## src/design/abb_pkg.sv

```systemverilog
package abb_pkg;

   // CORDIC depth and angle format.
   localparam int CORDIC_STAGES = 16;
   localparam int ANGLE_BITS    = 16;
   localparam int NUM_LANES     = 3;
   localparam int LANE_START    = 0;
   localparam int LANE_END      = 1;
   localparam int LANE_AXIS     = 2;

   // Datapath widths.
   localparam int XY_BITS  = 50;
   localparam int Z_BITS   = 34;
   localparam int PT_BITS  = 36;
   localparam int IDX_BITS = 5;

   // Gain 0.6072529350088813 in Q0.32.
   localparam logic [31:0] GAIN_Q32 = 32'd2608131496;

   // Arctangent of 2^-i in 2^32 units per turn.
   localparam logic [31:0] ATAN_TURN [32] = '{
      32'h20000000, 32'h12E4051E, 32'h09FB385B, 32'h051111D4, 32'h028B0D43,
      32'h0145D7E1, 32'h00A2F61E, 32'h00517C55, 32'h0028BE53, 32'h00145F2F,
      32'h000A2F98, 32'h000517CC, 32'h00028BE6, 32'h000145F3, 32'h0000A2F9,
      32'h0000517C, 32'h000028BE, 32'h0000145F, 32'h00000A2F, 32'h00000517,
      32'h0000028B, 32'h00000145, 32'h000000A2, 32'h00000051, 32'h00000028,
      32'h00000014, 32'h0000000A, 32'h00000005, 32'h00000002, 32'h00000001,
      32'h00000000, 32'h00000000
   };

   // One rotating vector.
   typedef struct packed {
      logic signed [XY_BITS-1:0] x;
      logic signed [XY_BITS-1:0] y;
      logic signed [Z_BITS-1:0]  z;
   } lane_type;

   // Side data that travels with an arc through the chain.
   typedef struct packed {
      logic               ok;
      logic signed [31:0] cx;
      logic signed [31:0] cy;
      logic [1:0]         quad_start;
      logic [1:0]         quad_end;
      logic [3:0]         on_arc;
   } tag_type;

   typedef struct packed {
      logic signed [PT_BITS-1:0] x;
      logic signed [PT_BITS-1:0] y;
   } point_type;

   typedef struct packed {
      logic signed [PT_BITS-1:0] lo_x;
      logic signed [PT_BITS-1:0] lo_y;
      logic signed [PT_BITS-1:0] hi_x;
      logic signed [PT_BITS-1:0] hi_y;
   } box_type;

   // Widen a box so that it covers a point.
   function automatic box_type grow(input box_type b, input point_type p);
      box_type r;
      r = b;
      if (p.x < r.lo_x) r.lo_x = p.x;
      if (p.x > r.hi_x) r.hi_x = p.x;
      if (p.y < r.lo_y) r.lo_y = p.y;
      if (p.y > r.hi_y) r.hi_y = p.y;
      return r;
   endfunction

   // Saturate to the signed 32-bit range.
   function automatic logic signed [31:0] sat32(input logic signed [PT_BITS-1:0] v);
      logic signed [31:0] r;
      if (v > PT_BITS'(signed'(32'sh7FFFFFFF))) r = 32'sh7FFFFFFF;
      else if (v < PT_BITS'(signed'(32'sh80000000))) r = 32'sh80000000;
      else r = v[31:0];
      return r;
   endfunction

endpackage

```

## src/design/abb_cell.sv

```systemverilog
module abb_cell (
   input  logic                         clock,
   input  logic                         load,
   input  logic [abb_pkg::IDX_BITS-1:0] shift_idx,
   input  abb_pkg::lane_type            lane_in  [abb_pkg::NUM_LANES],
   input  abb_pkg::tag_type             tag_in,
   output abb_pkg::lane_type            lane_out [abb_pkg::NUM_LANES],
   output abb_pkg::tag_type             tag_out
);

   abb_pkg::lane_type lane_ff [abb_pkg::NUM_LANES];
   abb_pkg::lane_type lane_in_next [abb_pkg::NUM_LANES];
   abb_pkg::tag_type  tag_ff;
   logic signed [abb_pkg::Z_BITS-1:0] atan_z;

   // One micro-rotation for each lane, direction from the sign of z.
   always_comb begin
      atan_z = abb_pkg::Z_BITS'(abb_pkg::ATAN_TURN[shift_idx]);
      for (int l = 0; l < abb_pkg::NUM_LANES; l++) begin
         if (!lane_in[l].z[abb_pkg::Z_BITS-1]) begin
            lane_in_next[l].x = lane_in[l].x - (lane_in[l].y >>> shift_idx);
            lane_in_next[l].y = lane_in[l].y + (lane_in[l].x >>> shift_idx);
            lane_in_next[l].z = lane_in[l].z - atan_z;
         end else begin
            lane_in_next[l].x = lane_in[l].x + (lane_in[l].y >>> shift_idx);
            lane_in_next[l].y = lane_in[l].y - (lane_in[l].x >>> shift_idx);
            lane_in_next[l].z = lane_in[l].z + atan_z;
         end
      end
   end

   always_ff @(posedge clock) begin
      if (load) begin
         lane_ff <= lane_in_next;
         tag_ff  <= tag_in;
      end
   end

   assign lane_out = lane_ff;
   assign tag_out  = tag_ff;

endmodule

```

## config.mk

```make
export PLATFORM = sky130hd
export DESIGN_NAME = abb_cell
export DESIGN_NICKNAME = d
export VERILOG_FILES = /design/src/design/abb_pkg.sv /design/src/design/abb_cell.sv
export SDC_FILE = /design/constraint.sdc
export NUM_CORES = 2
export LEC_CHECK = 0
export BUFFER_PORTS_ARGS = -buffer_cell sky130_fd_sc_hd__buf_2
export CAP_MARGIN = 0
export CORE_ASPECT_RATIO = 1.1
export CORE_UTILIZATION = 46
export DETAILED_ROUTE_END_ITERATION = 12
export PLACE_DENSITY = 0.67
export SLEW_MARGIN = 10
export SYNTH_ARGS = -nofsm -noshare
export SYNTH_HDL_FRONTEND = slang
export SYNTH_SLANG_ARGS = --single-unit
```

## constraint.sdc

```tcl
create_clock -name clock -period 11.56 [get_ports clock]
set_input_delay 2.312 -clock clock [delete_from_list [all_inputs] [get_ports clock]]
set_output_delay 2.312 -clock clock [all_outputs]
set_load 0.01 [all_outputs]
```

==> flow_summary.yaml <==
worst_setup_path:
  cp.required_ns: 11.97
  cp-start-kind: "primary input"
  crit_fanout: 83
  arrival_ns: 10.20
  path_class: "primary input to register"
  worstSetupEndpointType: "register"
final_layout:
  fin_nets: 8417
  syn2layout_area_growth_pct: 11.9
  finish.instance_area_mm2: 0.0728
  seqCellArea_mm2: 0.0143
  fillers: 13099
  multi_input_area_mm2: 0.0480
  drive_gt1_share_pct: 24.1
sta:
  timing.slew.headroom_pct: 11.2
  maxSlewViolCount: 0
  fin_setup_tns_ns: 0
  rsz0062_at_grt: "no"
  final.period_utilization_pct: 84.7
  post-route-min-period_ns: 9.79
  setup_viol: 0
  fmax_mhz: 102
  tightest_slew_ns: 1.33
  hold_viol_final: 0
power_and_ir_drop:
  design_power_total_w: 0.0100
  irDropWorstVdd_v: 0.000129
  p_leak_nw: 29.8
  powerDensity_mw_per_mm2: 138
route:
  drtAntennaViolNets: 0
  via_count: 64503
  drt_first_pass_iters: 7
  drt-total-wl_mm: 290
  detail_route.iter0.violations: 8688
  route.detailed.drc: 0
  vias_per_cell: 6.84
  routedWlPerCell_um: 30.8
clock_network:
  root_buffer: "clkbuf_16"
  cts_setup_buffers: 0
  cts-buffers-inserted: 56
  htreeDepth: 2
  cts_tree: "yes"
  path_clk_slew_ns: 0.06
  clockBufferDepth: 3
  clock_sinks: 475
  cts_hold_buf: 0
  cts.repair.resized: 0
global_route:
  antenna_found_initial: 66
  grt_pass1_wl_mm: 413
  grt_max_degree: 128
  grtUsageTotal_pct: 38.7
  grt_pass1_vias: 61479
  grt_overflow: 0
synth:
  synth.net_count: 7700
  yosysTopAreaCell: "edfxtp_1"
  yosys.area.top_type_share_pct: 21.9
  async_flop_share_pct: 0
  synth_edf_count: 475
  syn_area_per_cell_um2: 9.57
  synth_seq_cells: 475
  synth_ff_type: "edfxtp_1"
  ys_warn_count: 0
  synth_cells: 6798
  synthesis.area_mm2: 0.0651
  synthTopCellsByArea: "edfxtp_1, mux4_2, ha_1"
  ys_seq_area_share_pct: 21.9
  yosysUniqueCellTypes: 126
status:
  outcome: "complete, no violations"
die:
  die_w_um: 361
  num_rows: 144
  dieArea_mm2: 0.143
  core-area_mm2: 0.140
  ios: 957
  initial_utilization_pct: 46.4
  die_y_um: 396
min_path:
  min_path_type: "primary input to register"
placed_design:
  place_congestion: 1.05
  dp_hpwl_mm: 227
  io_buffers: 956
  placed_cell_area_mm2: 0.0709
run:
  maxCapViolCount: 0
routing by layer:
layer	track usage [%]	vias to the layer above	wire (um)
li1	-	27935	-
met1	45.7	31277	106000
met2	62.2	4251	133000
met3	10.1	994	30200
met4	24.9	46	20500
met5	0	-	299
cell usage in the layout (no fill, tap or decap), types with 27 or more instances in the layout:
cell type and n:
buf_2 947, nand2_1 593, a21oi_1 536, nor2_1 518, edfxtp_1 475, mux4_2 435
xnor2_1 428, ha_1 411, o21ai_0 360, mux2i_1 268, xor2_1 224, a21o_1 189
inv_1 153, mux2_2 141, a31oi_1 127, nor3_1 114, nand3_1 105, buf_4 90
and2_1 76, o21a_1 74, nor2b_1 74, and3_1 72, a211oi_1 67, nand2b_1 66
clkbuf_16 56, o21bai_1 55, a221oi_1 46, diode_2 45, o22ai_1 43, o211ai_1 43
nand4_1 42, a22o_1 40, mux4_1 39, a22oi_1 34, and4_1 31, a41oi_1 27
cell usage after synthesis (155+ instances only):
library cell,count
nand2_1,593
a21oi_1,536
nor2_1,524
edfxtp_1,475
mux4_2,435
xnor2_1,428
ha_1,411
o21ai_0,360
mux2i_1,268
xor2_1,224
a21o_1,189
clkbuf_1,155
inv_1,155
metrics by stage:
step	worst slack, ns	utilization, %	hold slack [ns]	std cells
floorplan	1.35	-	2.41	6798
global placement	1.39	50.6	2.49	9282
detailed placement	1.34	50.6	2.49	9282
CTS	2.04	51.9	1.76	9383
global route	1.29	51.9	1.77	9416
finish	1.77	51.9	1.80	9428
report_power, final:
group          total (W)  switching (W)  internal (W)  leakage (nW)
clock network    0.00180       0.000786       0.00101         0.887
registers        0.00268       0.000147       0.00253          4.65
logic            0.00554        0.00338       0.00216          24.3
cell families after synthesis:
family / Yosys count / share of synthesized area [%]
AOI/OAI and AO/OA: 1942 / 19.6
and+or+nand+nor: 1870 / 13.9
muxes: 886 / 23.3
xor gates and xnor gates: 652 / 8.78
buffers and inverters: 553 / 4.38
DFF: 475 / 21.9
adders and majority gates: 420 / 8.18
worst max-delay path, stage by stage:
cell and delay [ns]:
buf_8 0.58, buf_12 0.52, mux4_2 0.66, mux2i_1 0.35, o21ai_0 0.17, a21oi_1 0.48, ha_1 0.29, inv_1 0.06
nor2_1 0.41, nand4_1 0.23, and2_1 0.22, xnor2_1 0.23, ha_1 0.35, a21o_1 0.22, a31o_2 0.21, a221o_1 0.38
o21ai_0 0.62, o2111ai_1 0.25, o2111a_1 0.21, o31a_1 0.31, a41oi_1 0.37, nor3b_1 0.10, a211oi_1 0.34, xnor2_1 0.10
worst paths after layout:
check | to | cells past startpoint | from
max | lane_out[132] | 24 | shift_idx[0]
min | tag_out[26] | 1 | tag_in[26]
flip-flops by register name (all words and copies together) (netlist names):
signal,cells
tag_out,73
lane_out,402
final cells by class:
cell class	count	area share, %
multi-input combinational	5770	66.0
sequential	475	19.6
clock inverter	34	0.528
inverter	160	0.849
antenna	45	0.155
clock buffer	67	1.98
tap	1825	3.14
timing repair buffer	1052	7.81
(Power assumes the default switching activity.)
