`src/design/abb_pkg.sv`:
```
package abb_pkg;

   // CORDIC depth and angle format.
   localparam int CORDIC_STAGES = 16;
   localparam int ANGLE_BITS    = 16;
   localparam int NUM_LANES     = 3;
   localparam int LANE_START    = 0;
   localparam int LANE_END      = 1;
   localparam int LANE_AXIS     = 2;

   // Datapath widths.
   localparam int XY_BITS  = 50;
   localparam int Z_BITS   = 34;
   localparam int PT_BITS  = 36;
   localparam int IDX_BITS = 5;

   // Gain 0.6072529350088813 in Q0.32.
   localparam logic [31:0] GAIN_Q32 = 32'd2608131496;

   // Arctangent of 2^-i in 2^32 units per turn.
   localparam logic [31:0] ATAN_TURN [32] = '{
      32'h20000000, 32'h12E4051E, 32'h09FB385B, 32'h051111D4, 32'h028B0D43,
      32'h0145D7E1, 32'h00A2F61E, 32'h00517C55, 32'h0028BE53, 32'h00145F2F,
      32'h000A2F98, 32'h000517CC, 32'h00028BE6, 32'h000145F3, 32'h0000A2F9,
      32'h0000517C, 32'h000028BE, 32'h0000145F, 32'h00000A2F, 32'h00000517,
      32'h0000028B, 32'h00000145, 32'h000000A2, 32'h00000051, 32'h00000028,
      32'h00000014, 32'h0000000A, 32'h00000005, 32'h00000002, 32'h00000001,
      32'h00000000, 32'h00000000
   };

   // One rotating vector.
   typedef struct packed {
      logic signed [XY_BITS-1:0] x;
      logic signed [XY_BITS-1:0] y;
      logic signed [Z_BITS-1:0]  z;
   } lane_type;

   // Side data that travels with an arc through the chain.
   typedef struct packed {
      logic               ok;
      logic signed [31:0] cx;
      logic signed [31:0] cy;
      logic [1:0]         quad_start;
      logic [1:0]         quad_end;
      logic [3:0]         on_arc;
   } tag_type;

   typedef struct packed {
      logic signed [PT_BITS-1:0] x;
      logic signed [PT_BITS-1:0] y;
   } point_type;

   typedef struct packed {
      logic signed [PT_BITS-1:0] lo_x;
      logic signed [PT_BITS-1:0] lo_y;
      logic signed [PT_BITS-1:0] hi_x;
      logic signed [PT_BITS-1:0] hi_y;
   } box_type;

   // Widen a box so that it covers a point.
   function automatic box_type grow(input box_type b, input point_type p);
      box_type r;
      r = b;
      if (p.x < r.lo_x) r.lo_x = p.x;
      if (p.x > r.hi_x) r.hi_x = p.x;
      if (p.y < r.lo_y) r.lo_y = p.y;
      if (p.y > r.hi_y) r.hi_y = p.y;
      return r;
   endfunction

   // Saturate to the signed 32-bit range.
   function automatic logic signed [31:0] sat32(input logic signed [PT_BITS-1:0] v);
      logic signed [31:0] r;
      if (v > PT_BITS'(signed'(32'sh7FFFFFFF))) r = 32'sh7FFFFFFF;
      else if (v < PT_BITS'(signed'(32'sh80000000))) r = 32'sh80000000;
      else r = v[31:0];
      return r;
   endfunction

endpackage

```
`src/design/abb_box.sv`:
```
module abb_box (
   input  logic              clock,
   input  logic              load_point,
   input  logic              load_fold,
   input  abb_pkg::lane_type lane_in [abb_pkg::NUM_LANES],
   input  abb_pkg::tag_type  tag_in,
   output logic              ok_out,
   output abb_pkg::box_type  box_a_out,
   output abb_pkg::box_type  box_b_out
);

   localparam int RB = abb_pkg::XY_BITS - 16;

   logic signed [RB-1:0] xr [abb_pkg::NUM_LANES];
   logic signed [RB-1:0] yr [abb_pkg::NUM_LANES];
   abb_pkg::point_type pt_in [6];
   abb_pkg::point_type pt_ff [6];
   logic [3:0]         on_ff;
   logic               ok_pt_ff;
   logic               ok_ff;
   abb_pkg::box_type   box_a_ff, box_b_ff;
   abb_pkg::box_type   box_a_in, box_b_in;

   // Quarter-turn rotation of a rounded offset, then the center is added.
   function automatic abb_pkg::point_type place(input logic [1:0] quad,
                                                input logic signed [RB-1:0] x,
                                                input logic signed [RB-1:0] y,
                                                input logic signed [31:0] cx,
                                                input logic signed [31:0] cy);
      logic signed [abb_pkg::PT_BITS-1:0] ex, ey, ox, oy;
      abb_pkg::point_type p;
      ex = abb_pkg::PT_BITS'(x);
      ey = abb_pkg::PT_BITS'(y);
      unique case (quad)
         2'd1:    begin ox = -ey; oy = ex;  end
         2'd2:    begin ox = -ex; oy = -ey; end
         2'd3:    begin ox = ey;  oy = -ex; end
         default: begin ox = ex;  oy = ey;  end
      endcase
      p.x = ox + abb_pkg::PT_BITS'(cx);
      p.y = oy + abb_pkg::PT_BITS'(cy);
      return p;
   endfunction

   // Round each lane from Q34.16 to a whole number, floor after adding one half.
   always_comb begin
      for (int l = 0; l < abb_pkg::NUM_LANES; l++) begin
         xr[l] = RB'((lane_in[l].x + abb_pkg::XY_BITS'(32768)) >>> 16);
         yr[l] = RB'((lane_in[l].y + abb_pkg::XY_BITS'(32768)) >>> 16);
      end
      pt_in[0] = place(tag_in.quad_start, xr[abb_pkg::LANE_START], yr[abb_pkg::LANE_START],
                       tag_in.cx, tag_in.cy);
      pt_in[1] = place(tag_in.quad_end, xr[abb_pkg::LANE_END], yr[abb_pkg::LANE_END],
                       tag_in.cx, tag_in.cy);
      for (int k = 0; k < 4; k++) begin
         pt_in[2+k] = place(2'(k), xr[abb_pkg::LANE_AXIS], yr[abb_pkg::LANE_AXIS],
                            tag_in.cx, tag_in.cy);
      end
   end

   always_ff @(posedge clock) begin
      if (load_point) begin
         pt_ff    <= pt_in;
         on_ff    <= tag_in.on_arc;
         ok_pt_ff <= tag_in.ok;
      end
   end

   // Start point with the first two axis points, end point with the last two.
   always_comb begin
      box_a_in = '{lo_x: pt_ff[0].x, lo_y: pt_ff[0].y, hi_x: pt_ff[0].x, hi_y: pt_ff[0].y};
      box_b_in = '{lo_x: pt_ff[1].x, lo_y: pt_ff[1].y, hi_x: pt_ff[1].x, hi_y: pt_ff[1].y};
      if (on_ff[0]) box_a_in = abb_pkg::grow(box_a_in, pt_ff[2]);
      if (on_ff[1]) box_a_in = abb_pkg::grow(box_a_in, pt_ff[3]);
      if (on_ff[2]) box_b_in = abb_pkg::grow(box_b_in, pt_ff[4]);
      if (on_ff[3]) box_b_in = abb_pkg::grow(box_b_in, pt_ff[5]);
   end

   always_ff @(posedge clock) begin
      if (load_fold) begin
         box_a_ff <= box_a_in;
         box_b_ff <= box_b_in;
         ok_ff    <= ok_pt_ff;
      end
   end

   assign ok_out    = ok_ff;
   assign box_a_out = box_a_ff;
   assign box_b_out = box_b_ff;

endmodule

```
`config.mk`:
```
export PLATFORM = sky130hd
export DESIGN_NAME = abb_box
export DESIGN_NICKNAME = d
export VERILOG_FILES = /design/src/design/abb_pkg.sv /design/src/design/abb_box.sv
export SDC_FILE = /design/constraint.sdc
export NUM_CORES = 2
export LEC_CHECK = 0
export ABC_CLOCK_PERIOD_IN_PS = 14560
export BUFFER_PORTS_ARGS = -buffer_cell sky130_fd_sc_hd__buf_4
export CORE_UTILIZATION = 39
export CTS_CLUSTER_SIZE = 20
export DETAILED_ROUTE_END_ITERATION = 10
export PLACE_DENSITY = 0.65
export SKIP_LAST_GASP = 1
export SYNTH_ARGS = -nofsm -noshare
export SYNTH_HDL_FRONTEND = slang
export SYNTH_SLANG_ARGS = --single-unit
```
`constraint.sdc`:
```
create_clock -name clock -period 14.56 [get_ports clock]
set_input_delay 2.184 -clock clock [delete_from_list [all_inputs] [get_ports clock]]
set_output_delay 2.184 -clock clock [all_outputs]
set_load 0.01 [all_outputs]
```
==> flow_summary.json <==
{
  "status": "finished clean",
  "grt_max_degree": 122,
  "die_area_um2": 183000,
  "vias": 62952,
  "final_hold_viol_count": 0,
  "p_leak_nw": 34.8,
  "drt_iter0_drc": 5782,
  "io_buffer_count": 574,
  "ys_ff_latch": 718,
  "path_delay_family": "simple AND/OR/NAND/NOR gates",
  "clockRootBuffer": "clkbuf_16",
  "yosys.cell_types.count": 95,
  "cts_resized": 0,
  "max_freq_mhz": 117,
  "fin_crit_ns": 8.57,
  "synth_warnings": 0,
  "tightest_slew_ns": 1.37,
  "final_nets": 9481,
  "ys.flop_type": "edfxtp_1",
  "rsz0062_at_grt": "no",
  "slowest_delay_ns": 0.94,
  "clock_sinks": 718,
  "crit_chain": "inv_1 -> ha_1 -> nor2b_1 -> o21a_1 -> o21a_1 -> o21bai_1 -> a31oi_1 -> nor3_1 -> mux2i_4 -> buf_4 -> mux2i_1 -> ha_1 -> nand4_1 -> nor3_1 -> nand4_1 -> or4_1 -> nor3_1 -> nor3_1 -> o311a_1 -> o2111ai_1 -> a31o_2 -> and3_2 -> mux2i_1",
  "reg2regPathDepth": 23,
  "cp.depth": 23,
  "final-setup-viol-count": 0,
  "core_area_um2": 181000,
  "dpl.cell_count": 10422,
  "grt_pass1_wl_mm": 399,
  "syn-num-nets": 8977,
  "synth-edff-count": 718,
  "cts_buffer_depth": 3,
  "drc_errors": 0,
  "critPathArrivalTime_ns": 8.97,
  "vias_per_cell": 5.93,
  "wirelength_mm": 283,
  "setup.worst_path.start": "pt_ff[252]$_DFFE_PP_",
  "r2r_slack_ns": 5.99,
  "synthArstFlopShare_pct": 0,
  "reg2reg_from": "pt_ff[252]$_DFFE_PP_",
  "multi_input_area_um2": 46700,
  "wl_per_cell_um": 26.7,
  "numCtsBuffers": 85,
  "endpoint_kind": "register",
  "gp_congestion": 1.02,
  "cts_setup_buffers": 0,
  "worstSetupPathType": "reg2reg",
  "cts_tree": "built",
  "finalMaxSlewViolations": 0,
  "hp-class": "reg2reg",
  "grt_pass1_vias": 58922,
  "rows": 156,
  "synth_area_um2": 70800,
  "cp_common_cell": "nor3_1",
  "die-width_um": 428,
  "fill_cells": 17308,
  "die_h_um": 428,
  "register_area_um2": 21600,
  "finalCritPeriodShare_pct": 58.9,
  "holdWs_ns": 0.425,
  "rr_endpoint": "box_b_out[135]$_DFFE_PP_",
  "netlist_instances": 7635,
  "tns_ns": 0,
  "drive_gt1_share_pct": 11.4,
  "io_pins": 767,
  "cp.required_ns": 14.96,
  "drt_first_pass_iters": 6,
  "fin_cells": 10620,
  "avgSynthCellArea_um2": 9.28,
  "grt_use_total_pct": 29.7,
  "dp_hpwl_mm": 240,
  "worst_setup_path_start_kind": "register",
  "area_growth_pct": 14.1,
  "grt_overflow_total": 0,
  "start_util_pct": 39.2,
  "cap_violations": 0,
  "utilization_pct": 44.8,
  "path_clk_slew_ns": 0.06,
  "relSlewSlack_pct": 7.76,
  "insertion_delay_ns": 0.74,
  "finalClockSkew_ns": 0.0526,
  "htree_levels": 3,
  "critPathSlowestCell": "and3_2",
  "antenna_found_initial": 71,
  "power_density_nw_per_um2": 137,
  "hold_buffers": 0,
  "ant_nets": 0,
  "ys_seq_area_share_pct": 30.4,
  "cp-endpoint": "box_b_out[135]$_DFFE_PP_",
  "crit_fanout": 36,
  "cp.buffers_inverters": 2,
  "ir_drop_v": 0.0000963
}
-- sequential cells by signal, summed over array words and instances (netlist names) --
register	flops
on_ff	4
ok_pt_ff	1
box_b_out	144
pt_ff	424
ok_out	1
box_a_out	144
-- layer usage --
metal	vias up	share of wire [%]	global-route usage (%)
met5	-	0.043	0
met4	16	6.9	19.7
met3	533	5.7	3.46
met2	2326	45	47.3
met1	30447	42	37.8
li1	29630	-	-
-- per-stage QoR --
stage,power [mW],setup WS (ns),cell area [um^2]
2_1_floorplan,6.72,7.11,70800
5_1_grt,11.7,5.49,80800
3_3_place_gp,8.71,5.62,77800
6_report,11.1,5.99,80800
4_1_cts,11.1,5.89,80700
3_5_place_dp,8.79,5.52,77800
-- Yosys cell counts (56+ instances only) --
master,n,area (um^2)
a211oi_1,56,420
a21o_1,367,2760
a21oi_1,645,3230
a31oi_1,68,425
and3_1,116,726
clkbuf_1,150,563
edfxtp_1,718,21600
ha_1,852,10700
inv_1,462,1730
mux2i_1,522,5230
nand2_1,427,1600
nand2b_1,75,469
nand3_1,261,1310
nand4_1,172,1080
nor2_1,560,2100
nor2b_1,65,407
nor3_1,145,726
o21a_1,82,616
o21ai_0,334,1670
o21bai_1,68,510
xnor2_1,471,4130
xor2_1,249,2180
-- area by class of cell --
class	instances	area share (%)
tap	2370	3.67
timing repair buffer	637	5.95
antenna	42	0.130
sequential	718	26.7
clock buffer	93	2.67
multi-input combinational	6234	57.8
clock inverter	63	0.907
inverter	463	2.15
-- power breakdown --
group          switching [mW]  leakage, nW  internal [mW]
combinational            3.15         26.4           2.22
clock                   0.955         1.36           1.27
sequential              0.400         7.02           3.06
total                    4.51         34.8           6.55
-- how the worst min path moves through the flow --
stage / startpoint / endpoint / slack, ns / depth (start not counted)
after floorplan: ok_pt_ff$_DFFE_PP_ / ok_out$_DFFE_PP_ / 0.40 / 0
after global placement: ok_pt_ff$_DFFE_PP_ / ok_out$_DFFE_PP_ / 0.41 / 0
after detailed placement: ok_pt_ff$_DFFE_PP_ / ok_out$_DFFE_PP_ / 0.43 / 0
after CTS: ok_pt_ff$_DFFE_PP_ / ok_out$_DFFE_PP_ / 0.43 / 0
after global routing: ok_pt_ff$_DFFE_PP_ / ok_out$_DFFE_PP_ / 0.44 / 0
final: ok_pt_ff$_DFFE_PP_ / ok_out$_DFFE_PP_ / 0.43 / 0
-- placed cells by master, fill, tap and decap left out, types with 17 or more instances in the layout --
cell,n
a211o_1,22
a211oi_1,56
a21o_1,367
a21oi_1,645
a221oi_1,29
a31oi_1,68
and2_1,40
and3_1,115
and4_1,34
buf_4,634
clkbuf_16,85
diode_2,42
edfxtp_1,718
ha_1,852
inv_1,461
mux2_2,22
mux2i_1,517
mux4_2,38
nand2_1,425
nand2b_1,75
nand3_1,261
nand3b_1,17
nand4_1,172
nor2_1,558
nor2b_1,65
nor3_1,144
nor4_1,49
o211ai_1,29
o21a_1,81
o21ai_0,334
o21bai_1,68
o221ai_1,19
o31ai_1,26
or2_2,34
or3_1,52
xnor2_1,471
xor2_1,249
-- logic make-up after synthesis --
kind of cell | after synthesis | share of synthesized area [%]
simple gates | 2114 | 14.9
fa+ha+maj | 864 | 15.4
flops | 718 | 30.4
mux | 583 | 8.95
compound gates | 1953 | 17.7
xor+xnor | 720 | 8.90
buf+inv | 683 | 3.75
Power figures use the tool's default switching activity.
